===== config.mk =====
export PLATFORM = sky130hd
export DESIGN_NAME = sorted_array_priority_queue_top
export DESIGN_NICKNAME = d
export VERILOG_FILES = /design/src/hdl/sapq_pkg.sv /design/src/hdl/sorted_array_priority_queue_top.sv /design/src/hdl/sapq_ram.sv
export SDC_FILE = /design/constraint.sdc
export NUM_CORES = 1
export LEC_CHECK = 0
export BUFFER_PORTS_ARGS = -buffer_cell sky130_fd_sc_hd__buf_2
export CAP_MARGIN = 40
export CORE_MARGIN = 2
export CORE_UTILIZATION = 25
export DETAILED_ROUTE_END_ITERATION = 6
export HOLD_SLACK_MARGIN = 0.12
export PLACE_DENSITY = 0.45
export SYNTH_ARGS = -nofsm -noshare
export SYNTH_HDL_FRONTEND = slang
export SYNTH_HIERARCHICAL = 1
export SYNTH_SLANG_ARGS = --single-unit

===== constraint.sdc =====
create_clock -name clk -period 4.7 [get_ports clk]
set_input_delay 0.235 -clock clk [delete_from_list [all_inputs] [get_ports clk]]
set_output_delay 0.235 -clock clk [all_outputs]
set_load 0.03 [all_outputs]

===== src/hdl/sapq_pkg.sv =====
`timescale 1ns / 1ps
`default_nettype none

package sapq_pkg;

    localparam int QUEUE_DEPTH = 16;
    localparam int IDX_W       = (QUEUE_DEPTH > 1) ? $clog2(QUEUE_DEPTH) : 1;
    localparam int OCC_W       = 5;

    localparam logic [1:0] REQ_ENQUEUE = 2'd0;
    localparam logic [1:0] REQ_DEQUEUE = 2'd1;
    localparam logic [1:0] REQ_QUERY   = 2'd2;

    localparam logic [1:0] STATUS_OK        = 2'd0;
    localparam logic [1:0] STATUS_OVERFLOW  = 2'd1;
    localparam logic [1:0] STATUS_UNDERFLOW = 2'd2;

    typedef logic [IDX_W-1:0] idx_t;
    typedef logic [OCC_W-1:0] occ_t;

    typedef struct packed {
        logic [1:0]  req_type;
        logic [15:0] task_id;
        logic [7:0]  task_priority;
    } req_t;

    typedef struct packed {
        logic [15:0] out_task_id;
        logic [7:0]  out_priority;
        logic [1:0]  status;
        occ_t        occupancy;
        logic        is_empty;
    } rsp_t;

    // One stored slot: handle in the upper bits, priority in the lower bits.
    typedef struct packed {
        logic [15:0] task_id;
        logic [7:0]  task_priority;
    } entry_t;

    typedef enum logic [1:0] {
        S_IDLE,
        S_SHIFT,
        S_DEQ,
        S_RESP
    } state_t;

endpackage

`default_nettype wire


===== src/hdl/sorted_array_priority_queue_top.sv =====
`timescale 1ns / 1ps
`default_nettype none

// Channel   Signals                          Payload
// request   req_valid / req_ready / req      sapq_pkg::req_t
// response  rsp_valid / rsp_ready / rsp      sapq_pkg::rsp_t
//
// An enqueue walks from the rear and moves each lower-priority entry one slot toward the rear,
// one entry at a time, bounded by the one read port of the slot memory.
// A dequeue uses one registered memory read; a query or a refused request goes straight to the response.
// One request is handled at a time.
// Reset clears the indexes and sets the queue empty; the slot memory is not cleared.
// A stalled response holds its register, and no new request is taken until it transfers.

module sorted_array_priority_queue_top (
    input  wire logic          clk,
    input  wire logic          rst_n,
    input  wire logic          req_valid,
    output logic               req_ready,
    input  wire sapq_pkg::req_t req,
    output logic               rsp_valid,
    input  wire logic          rsp_ready,
    output sapq_pkg::rsp_t     rsp
);

    sapq_pkg::state_t state_reg, state_next;
    sapq_pkg::idx_t   front_reg, front_next;
    sapq_pkg::idx_t   rear_reg, rear_next;
    logic             empty_reg, empty_next;
    sapq_pkg::idx_t   pos_reg, pos_next;
    logic [15:0]      id_reg, id_next;
    logic [7:0]       prio_reg, prio_next;
    sapq_pkg::rsp_t   rsp_reg, rsp_next;

    logic             ram_we;
    sapq_pkg::idx_t   ram_waddr;
    sapq_pkg::entry_t ram_wdata;
    sapq_pkg::idx_t   ram_raddr;
    sapq_pkg::entry_t ram_rdata;

    sapq_pkg::idx_t   new_rear;
    logic             overflow;
    logic             shift_go;
    logic             accept;

    localparam sapq_pkg::idx_t LAST_IDX = sapq_pkg::IDX_W'(sapq_pkg::QUEUE_DEPTH - 1);
    localparam sapq_pkg::idx_t ONE_IDX  = sapq_pkg::IDX_W'(1);
    localparam sapq_pkg::idx_t TWO_IDX  = sapq_pkg::IDX_W'(2);

    function automatic sapq_pkg::occ_t occ_of(input logic empty, input sapq_pkg::idx_t front,
                                              input sapq_pkg::idx_t rear);
        logic [sapq_pkg::IDX_W:0] count;
        count = {1'b0, rear} - {1'b0, front} + (sapq_pkg::IDX_W + 1)'(1);
        if (empty)
        begin
            return '0;
        end
        return sapq_pkg::OCC_W'(count);
    endfunction

    sapq_ram #(
        .WIDTH ($bits(sapq_pkg::entry_t)),
        .DEPTH (sapq_pkg::QUEUE_DEPTH)
    ) u_slots (
        .clk   (clk),
        .we    (ram_we),
        .waddr (ram_waddr),
        .wdata (ram_wdata),
        .raddr (ram_raddr),
        .rdata (ram_rdata)
    );

    assign accept   = req_valid && req_ready;
    assign new_rear = empty_reg ? '0 : rear_reg + ONE_IDX;
    assign overflow = !empty_reg && (rear_reg == LAST_IDX);
    // The memory holds slot pos-1 this cycle; it moves back while it ranks strictly lower.
    assign shift_go = (pos_reg > front_reg) && (ram_rdata.task_priority < prio_reg);

    always_comb
    begin
        state_next = state_reg;
        unique case (state_reg)
            sapq_pkg::S_IDLE:
            begin
                if (req_valid)
                begin
                    if (req.req_type == sapq_pkg::REQ_ENQUEUE && !overflow)
                    begin
                        state_next = sapq_pkg::S_SHIFT;
                    end
                    else if (req.req_type == sapq_pkg::REQ_DEQUEUE && !empty_reg)
                    begin
                        state_next = sapq_pkg::S_DEQ;
                    end
                    else
                    begin
                        state_next = sapq_pkg::S_RESP;
                    end
                end
            end
            sapq_pkg::S_SHIFT:
            begin
                if (!shift_go)
                begin
                    state_next = sapq_pkg::S_RESP;
                end
            end
            sapq_pkg::S_DEQ:
            begin
                state_next = sapq_pkg::S_RESP;
            end
            sapq_pkg::S_RESP:
            begin
                if (rsp_ready)
                begin
                    state_next = sapq_pkg::S_IDLE;
                end
            end
            default:
            begin
                state_next = sapq_pkg::S_IDLE;
            end
        endcase
    end

    always_comb
    begin
        front_next = front_reg;
        rear_next  = rear_reg;
        empty_next = empty_reg;
        pos_next   = pos_reg;
        id_next    = id_reg;
        prio_next  = prio_reg;
        rsp_next   = rsp_reg;
        ram_we     = 1'b0;
        ram_waddr  = pos_reg;
        ram_wdata  = ram_rdata;
        ram_raddr  = front_reg;
        req_ready  = 1'b0;
        rsp_valid  = 1'b0;

        unique case (state_reg)
            sapq_pkg::S_IDLE:
            begin
                req_ready = 1'b1;
                if (req.req_type == sapq_pkg::REQ_ENQUEUE)
                begin
                    ram_raddr = new_rear - ONE_IDX;
                end
                if (accept)
                begin
                    rsp_next.out_task_id  = '0;
                    rsp_next.out_priority = '0;
                    rsp_next.status       = sapq_pkg::STATUS_OK;
                    rsp_next.occupancy    = occ_of(empty_reg, front_reg, rear_reg);
                    rsp_next.is_empty     = empty_reg;
                    if (req.req_type == sapq_pkg::REQ_ENQUEUE)
                    begin
                        if (overflow)
                        begin
                            rsp_next.status = sapq_pkg::STATUS_OVERFLOW;
                        end
                        else
                        begin
                            front_next = empty_reg ? '0 : front_reg;
                            rear_next  = new_rear;
                            empty_next = 1'b0;
                            pos_next   = new_rear;
                            id_next    = req.task_id;
                            prio_next  = req.task_priority;
                        end
                    end
                    else if (req.req_type == sapq_pkg::REQ_DEQUEUE && empty_reg)
                    begin
                        rsp_next.status = sapq_pkg::STATUS_UNDERFLOW;
                    end
                end
            end
            sapq_pkg::S_SHIFT:
            begin
                ram_we = 1'b1;
                if (shift_go)
                begin
                    pos_next  = pos_reg - ONE_IDX;
                    ram_raddr = pos_reg - TWO_IDX;
                end
                else
                begin
                    ram_wdata.task_id       = id_reg;
                    ram_wdata.task_priority = prio_reg;
                    rsp_next.out_task_id    = '0;
                    rsp_next.out_priority   = '0;
                    rsp_next.status         = sapq_pkg::STATUS_OK;
                    rsp_next.occupancy      = occ_of(1'b0, front_reg, rear_reg);
                    rsp_next.is_empty       = 1'b0;
                end
            end
            sapq_pkg::S_DEQ:
            begin
                rsp_next.out_task_id  = ram_rdata.task_id;
                rsp_next.out_priority = ram_rdata.task_priority;
                rsp_next.status       = sapq_pkg::STATUS_OK;
                if (front_reg >= rear_reg)
                begin
                    front_next         = '0;
                    rear_next          = '0;
                    empty_next         = 1'b1;
                    rsp_next.occupancy = '0;
                    rsp_next.is_empty  = 1'b1;
                end
                else
                begin
                    front_next         = front_reg + ONE_IDX;
                    rsp_next.occupancy = occ_of(1'b0, front_reg + ONE_IDX, rear_reg);
                    rsp_next.is_empty  = 1'b0;
                end
            end
            sapq_pkg::S_RESP:
            begin
                rsp_valid = 1'b1;
            end
            default:
            begin
                rsp_valid = 1'b0;
            end
        endcase
    end

    always_ff @(posedge clk or negedge rst_n)
    begin
        if (!rst_n)
        begin
            state_reg <= sapq_pkg::S_IDLE;
            front_reg <= '0;
            rear_reg  <= '0;
            empty_reg <= 1'b1;
            pos_reg   <= '0;
        end
        else
        begin
            state_reg <= state_next;
            front_reg <= front_next;
            rear_reg  <= rear_next;
            empty_reg <= empty_next;
            pos_reg   <= pos_next;
        end
    end

    always_ff @(posedge clk)
    begin
        id_reg   <= id_next;
        prio_reg <= prio_next;
        rsp_reg  <= rsp_next;
    end

    assign rsp = rsp_reg;

endmodule

`default_nettype wire


===== src/hdl/sapq_ram.sv =====
`timescale 1ns / 1ps
`default_nettype none

module sapq_ram #(
    parameter int WIDTH = 24,
    parameter int DEPTH = 16
) (
    input  wire logic                                        clk,
    input  wire logic                                        we,
    input  wire logic [((DEPTH > 1) ? $clog2(DEPTH) : 1)-1:0] waddr,
    input  wire logic [WIDTH-1:0]                            wdata,
    input  wire logic [((DEPTH > 1) ? $clog2(DEPTH) : 1)-1:0] raddr,
    output logic      [WIDTH-1:0]                            rdata
);

    logic [WIDTH-1:0] mem_reg [DEPTH];
    logic [WIDTH-1:0] rdata_reg;

    always_ff @(posedge clk)
    begin
        if (we)
        begin
            mem_reg[waddr] <= wdata;
        end
        rdata_reg <= mem_reg[raddr];
    end

    assign rdata = rdata_reg;

endmodule

`default_nettype wire

==> impl_metrics.csv, run 1 <==
group,metric,value,unit
clock_network,clkSlewWorstSetupHoldPaths,0.06,ns
final_layout,final_util,0.302,
sta,period_share,0.807,
route,avgViaCountPerCell,4.41,
sta,tns,0,ns
clock_network,worstSkewPairLatency,0.62,ns
synthesis,ys.warnings.count,6,
grt,grt_antenna_before_repair,0,
worst_setup_path,startpoint_type,"register",
floorplan,fp.dieH,281,um
route,vias,9715,
synthesis,synthAdderAreaFrac,0.0286,
route,drtIter0Drc,670,
sta,worst_hold_slack,0.213,ns
floorplan,fp.dieW,281,um
clock_network,cts_made_buffers,50,
synthesis,synth.top_cell.area_share,0.690,
pwr,ir_drop,0.312,mV
clock_network,htree_levels,2,
floorplan,fp.coreArea,0.0759,mm^2
floorplan,ios,64,
worst_setup_path,crit_required,5.25,ns
worst_setup_path,crit_fanout,17,
worst_setup_path,endpoint_kind,"register",
worst_setup_path,crit_type,"reg2reg",
synthesis,synth_edf_count,440,
final_layout,nets,1206,
sta,setup_viol,0,
final_layout,layout-drive-gt1-share,0.279,
floorplan,core.rowCount,101,
synthesis,syn_area,0.0192,mm^2
synthesis,async_flop_share,0.0313,
place,io_buffer_count,63,
synthesis,synth_top_area_cell,"edfxtp_1",
synthesis,synth.avg_cell_area,19.3,um^2
clock_network,cts_setup_buffers,0,
synthesis,synth_top_family_by_area,"multiplexers",
outcome,outcome,"finished clean",
route,wire_per_inst,22.0,um
synthesis,synth_cells,995,
grt,grt_pass1_vias,10100,
clock_network,clkSinkCount,479,
final_layout,largest_register_ffs,384,
grt,grt-ovfl-total,0,
sta,finalMaxSlewViolations,0,
route,drc,0,
clock_network,root_buffer,"clkbuf_16",
pwr,p_leak,7.47,nW
clock_network,cts_tree,"done",
place,hpwl,27300,um
pwr,powerDensity,636,mW/mm^2
worst_setup_path,cp_data_arrival_time,4.34,ns
final_layout,areaGrowthSynthToFinish,19.8,%
floorplan,fp.dieArea,0.0789,mm^2
place,gp_congestion,0.733,
clock_network,cts_max_path_buffers,3,
synthesis,synthSimpleGateAreaFrac,0.0383,
sta,slew_headroom,0.472,
grt,grt_max_degree,97,
floorplan,start_util,0.252,
flow_run,cap_viol_max_count,0,
sta,timing.final.hold_violations,0,
synthesis,synth_nets,1067,
grt,grt_pass1_wl,70100,um
sta,period_minus_slack,3.79,ns
route,ant_nets,0,
route,firstDrtPassIters,7,
synthesis,synth_compound_area_frac,0.0423,
sta,fmax,0.264,GHz
synthesis,ys_seq_area_frac,0.734,
sta,rsz0062_at_grt,"no",
synthesis,synth.area.top_cells,"edfxtp_1, mux4_2, ha_1, dfxtp_1, a22oi_1",
grt,gr-usage-all-layers,0.123,
sta,tightest_slew,0.790,ns
synthesis,synth_ff_type,"edfxtp_1",
final_layout,diodes,0,
synthesis,synth-seq-cells,479,
route,drt-total-wl,48400,um
sta,skew,0.0359,ns
synthesis,synthXorXnorAreaFrac,0.00457,
hold_path,worst_hold_path_type,"in2reg",
synthesis,yosys-mux-area-fraction,0.131,
synthesis,synth_cell_type_count,59,
## cell usage in the layout (no fill, tap or decap), types with 4 or more instances in the layout
cell type / n
a21oi_1: 11
nor2_4: 13
clkinv_1: 7
mux4_2: 96
mux2_4: 9
nand2_1: 46
dfrtp_1: 14
a31oi_1: 5
nor2_1: 15
clkbuf_1: 15
xnor2_1: 7
clkbuf_8: 4
dfxtp_1: 24
buf_12: 7
clkinv_2: 10
dlygate4sd3_1: 30
edfxtp_1: 440
o21ai_0: 11
nor3_2: 5
and2_1: 26
mux2_2: 17
inv_1: 35
nand3_1: 13
ha_1: 39
nand2b_1: 5
buf_4: 31
clkbuf_16: 51
a22oi_1: 51
a21o_1: 8
o22ai_1: 6
buf_2: 63
## power by group
part / leakage, nW / internal (W) / total (W) / switching [W]
Combinational: 2.30 / 0.00154 / 0.00442 / 0.00287
Clock: 0.773 / 0.00218 / 0.00385 / 0.00167
Sequential: 4.40 / 0.00606 / 0.00633 / 0.000264
Total: 7.47 / 0.00979 / 0.0146 / 0.00480
## Yosys cell counts, types with 3 or more instances
cell	number
edfxtp_1	440
clkbuf_1	27
nand2_1	46
a41oi_1	3
nor3_1	6
xnor2_1	7
mux2_2	17
a21oi_1	11
and2_1	26
nor2_1	29
mux2i_1	3
a21o_1	8
mux2_4	9
ha_1	39
buf_6	7
fa_1	3
nand3_1	13
a22oi_1	51
inv_1	36
buf_2	10
dfxtp_1	24
mux4_2	96
xor2_1	3
o211ai_1	3
a31oi_1	5
dfrtp_1	14
nand2b_1	5
o22ai_1	6
nor2b_1	4
o21ai_0	11
## area by class of cell
type / instances / area, um^2
inverter: 36 / 135
fill: 7426 / 53000
clock buffer: 70 / 1390
clock inverter: 22 / 198
sequential: 479 / 14100
multi-input combinational: 434 / 4830
timing repair buffer: 133 / 1040
tap: 1030 / 1290
## final timing paths
check / from / end / slack [ns] / depth (start not counted)
setup / recovery: pos_reg[0] / u_slots/rdata[12] / 0.91 / 13
hold / removal: req_valid / state_reg[1] / 0.21 / 3
setup reg to reg: pos_reg[0] / u_slots/rdata[12] / 0.91 / 13
hold reg to reg: u_slots/rdata[17] / rsp[25] / 0.54 / 1
max in group asynchronous: rst_n / rear_reg[2] / 2.80 / 4
min in group asynchronous: rst_n / empty_reg / 0.70 / 3
## routing by layer
layer | track usage | wire [um] | up-vias
met2 | 0.204 | 23500 | 212
met3 | 0.0209 | 2010 | 64
met1 | 0.164 | 21900 | 5163
met5 | 0 | 0 | -
met4 | 0.0348 | 1030 | 0
li1 | - | - | 4276
## repair_timing
item | CTS | global route
hold buffers | 30 | 0
endpoints found under the hold margin | 41 | 0
gates resized for setup | 0 | 0
## cells by family (layout without fill, tap and decap cells)
family | count (synthesis) | in the layout
xor gates and xnor gates | 10 | 10
AOI/OAI and AO/OA | 111 | 111
buffers and inverters | 82 | 261
DFF | 479 | 479
adders and majority gates | 42 | 42
and+or+nand+nor | 146 | 146
muxes | 125 | 125
## worst max-delay path, stage by stage, from the launching register on
cell	delay, ns
dfrtp_1	0.59
inv_1	0.18
ha_1	0.31
a41oi_1	0.17
nand2_1	0.08
a221oi_2	0.23
nand2b_1	0.09
buf_4	0.20
mux2i_1	0.13
o21ai_0	0.57
and2_1	0.69
buf_12	0.28
a22oi_1	0.11
nand2_1	0.11
## per-stage QoR
| stage | cell area (um^2) | std cells | power [W] | worst slack [ns] |
|---|---|---|---|---|
| floorplan | 19200 | 995 | 0.00927 | 1.16 |
| global placement | 21000 | 2078 | 0.0108 | 0.854 |
| detailed placement | 21100 | 2082 | 0.0109 | 0.889 |
| CTS | 23000 | 2204 | 0.0148 | 0.875 |
| global route | 23000 | 2204 | 0.0153 | 0.606 |
| finish | 23000 | 2204 | 0.0146 | 0.907 |
No activity file was read; power rests on OpenSTA's default activity.
==> inputs of run 2 (changes only) <==
- ABC_AREA: default -> 1
- clock period: 4.7 -> 3.6 ns (I/O delays scaled with it)
==> run 2 against run 1 <==
Non-clock buffer count rose by 22. Global-route usage rose by 1.3 points. Via count increased by 47%. Sequential share of layout area decreased by 5.4 points. Worst hold slack better by 0.080 ns. Clock skew about the same. Clock power grew 31%. Critical path depth up 3. Synthesized cell count is 110% higher.
==> impl_metrics.csv, run 2 <==
group,metric,value,unit
outcome,outcome,"finished clean",
pwr,ir_drop,0.421,mV
synthesis,synth_cells,2074,
floorplan,core.rowCount,106,
synthesis,synth.area.top_cells,"edfxtp_1, nand2_1, nand3_1, inv_1, ha_1",
worst_setup_path,cp_num_cells,16,
flow_run,cap_viol_max_count,0,
clock_network,cts_setup_buffers,0,
worst_setup_path,r2r_cells,16,
pwr,powerDensity,811,mW/mm^2
pwr,pwr-share-clk,0.247,
route,drt-total-wl,59200,um
clock_network,clkSlewWorstSetupHoldPaths,0.07,ns
clock_network,clkSinkCount,479,
worst_setup_path,cp_data_arrival_time,3.77,ns
sta,setup_viol,0,
synthesis,ys.warnings.count,6,
grt,grt_pass1_vias,13900,
clock_network,htree_levels,2,
floorplan,fp.dieH,295,um
sta,fmax,0.299,GHz
worst_setup_path,path_buf_inv,3,
route,ant_nets,0,
worst_setup_path,r2r-end,"u_slots/rdata[6]",
synthesis,ys_seq_area_frac,0.664,
final_layout,layout-drive-gt1-share,0.102,
route,drtIter0Drc,1061,
pwr,switching_share,0.374,
floorplan,fp.dieW,295,um
worst_setup_path,cpMostUsedCell,"nand3_1",
worst_setup_path,endpoint_kind,"register",
worst_setup_path,crit_end,"u_slots/rdata[6]",
final_layout,mostFrequentLayoutCells,"nand2_1, edfxtp_1, inv_1",
clock_network,cts_max_path_buffers,3,
synthesis,synth_cell_type_count,36,
synthesis,synth.avg_cell_area,10.2,um^2
synthesis,syn_area,0.0212,mm^2
synthesis,async_flop_share,0.0313,
grt,grt_max_degree,117,
final_layout,final_util,0.300,
grt,grt_util_met3,0.0162,
sta,slew_headroom,0.500,
place,gp_congestion,0.804,
synthesis,synth_ff_type,"edfxtp_1",
clock_network,cts_made_buffers,49,
clock_network,cts-resized-gates,0,
worst_setup_path,timing.reg2reg.setup_slack,0.25,ns
sta,rsz0062_at_grt,"no",
sta,fin_ws,0.253,ns
grt,grt-ovfl-total,0,
synthesis,synth_top_area_cell,"edfxtp_1",
worst_setup_path,reg2reg_from,"front_reg[3]",
worst_setup_path,startpoint_type,"register",
worst_setup_path,crit_type,"reg2reg",
final_layout,diodes,0,
floorplan,fp.coreArea,0.0838,mm^2
place,place_ws,0.312,ns
hold_path,worst_hold_path_type,"in2reg",
synthesis,synth_edf_count,440,
grt,grt_antenna_before_repair,0,
grt,gr-usage-all-layers,0.136,
final_layout,layout_commonest_cell,"nand2_1",
pwr,p_leak,10.7,nW
clock_network,hold_buffers,33,
pwr,power,0.0204,W
sta,timing.final.hold_violations,0,
route,drc,0,
sta,period_minus_slack,3.35,ns
synthesis,synth_nets,2146,
grt,busiest_layer,"met2",
worst_setup_path,cpLargestDelayFamily,"simple AND/OR/NAND/NOR gates",
pwr,pwr-share-comb,0.342,
sta,period_share,0.930,
pwr,p_int,0.0128,W
sta,tns,0,ns
worst_setup_path,startpoint,"front_reg[3]",
clock_network,root_buffer,"clkbuf_16",
final_layout,largest_register_ffs,384,
pwr,p_sw,0.00763,W
route,wire_per_inst,17.6,um
grt,grt_pass1_wl,88500,um
worst_setup_path,path_cells,"inv_1 -> ha_1 -> a21o_1 -> nor2_1 -> nor2_4 -> nand3_1 -> nor2_1 -> nor2_1 -> nand2_4 -> inv_6 -> buf_4 -> nand2_1 -> nand3_1 -> nand3_1 -> nand3_1 -> nand2_1",
worst_setup_path,crit_fanout,33,
place,io_buffer_count,63,
worst_setup_path,crit_path_top_delay_cell,"dfrtp_1",
floorplan,fp.dieArea,0.0871,mm^2
clock_network,cts_tree,"done",
synthesis,synth.top_cell.area_share,0.624,
place,hpwl,34300,um
synthesis,synth-seq-cells,479,
route,vias,14300,
sta,worst_hold_slack,0.293,ns
synthesis,yosysMostFrequentCell,"nand2_1",
synthesis,synth_top_cells_by_count,"nand2_1, edfxtp_1, inv_1",
route,avgViaCountPerCell,4.24,
pwr,power_frac_seq,0.411,
worst_setup_path,crit_path_max_incr_delay,0.45,ns
final_layout,nets,2262,
clock_network,worstSkewPairLatency,0.60,ns
sta,tightest_slew,0.747,ns
grt,grt_util_met2,0.234,
sta,skew,0.0361,ns
final_layout,areaGrowthSynthToFinish,18.9,%
floorplan,ios,64,
sta,finalMaxSlewViolations,0,
worst_setup_path,crit_required,4.02,ns
grt,use_met1,0.179,
floorplan,start_util,0.253,
route,firstDrtPassIters,5,
==> run 2: cell types whose count changed in the layout (fill, tap and decap cells not counted), moves of 11 or more <==
cell and change:
mux4_2 -96, inv_1 +330, mux2_2 -17, buf_12 +11, and2_1 -26, nand3_1 +320, o21ai_0 +12, a22oi_1 -51
nand2_1 +600
==> run 2: area by class of cell <==
type	count	area [um^2]
tap	1134	1420
clock buffer	72	1440
clock inverter	18	154
inverter	372	1400
timing repair buffer	155	1310
fill	8742	58600
sequential	479	14100
multi-input combinational	1133	5380
==> run 2: power groups by stage <==
stage               Sequential, W  Combinational, W  Clock (W)
floorplan                 0.00876           0.00402          0
global placement          0.00850           0.00697          0
detailed placement        0.00851           0.00705          0
CTS                       0.00839           0.00711    0.00518
global route              0.00846           0.00781    0.00537
finish                    0.00839           0.00698    0.00504
==> run 2: logic make-up (layout without fill, tap and decap cells) <==
group / count (synthesis) / after routing / synth area share
adders and majority gates: 42 / 42 / 0.0259
DFF: 479 / 479 / 0.664
xor gates and xnor gates: 7 / 7 / 0.00290
and+or+nand+nor: 1042 / 1042 / 0.208
AOI/OAI and AO/OA: 42 / 42 / 0.0109
buffers and inverters: 462 / 617 / 0.0882
==> run 2: worst min path at each step <==
stage	cells after the start	endpoint	slack, ns	start
floorplan	0	front_reg[0]	-0.12	rst_n
CTS	2	id_reg[9]	0.26	req[17]
global placement	1	rear_reg[3]	0.12	rst_n
detailed placement	1	rear_reg[1]	0.13	rst_n
finish	2	id_reg[12]	0.29	req[20]
global route	2	id_reg[14]	0.28	req[22]
==> run 2: per-stage QoR <==
step / area (um^2) / std cells
after detailed placement: 23300 / 3240
after CTS: 25200 / 3363
final: 25200 / 3363
after floorplan: 21200 / 2074
after global placement: 23300 / 3240
after global routing: 25200 / 3363
==> run 2: per-layer routing <==
metal / up-vias / wire length, um
met1: 6962 / 26800
met3: 84 / 2390
met5: - / 0
li1: 6942 / -
met4: 0 / 1460
met2: 275 / 28500
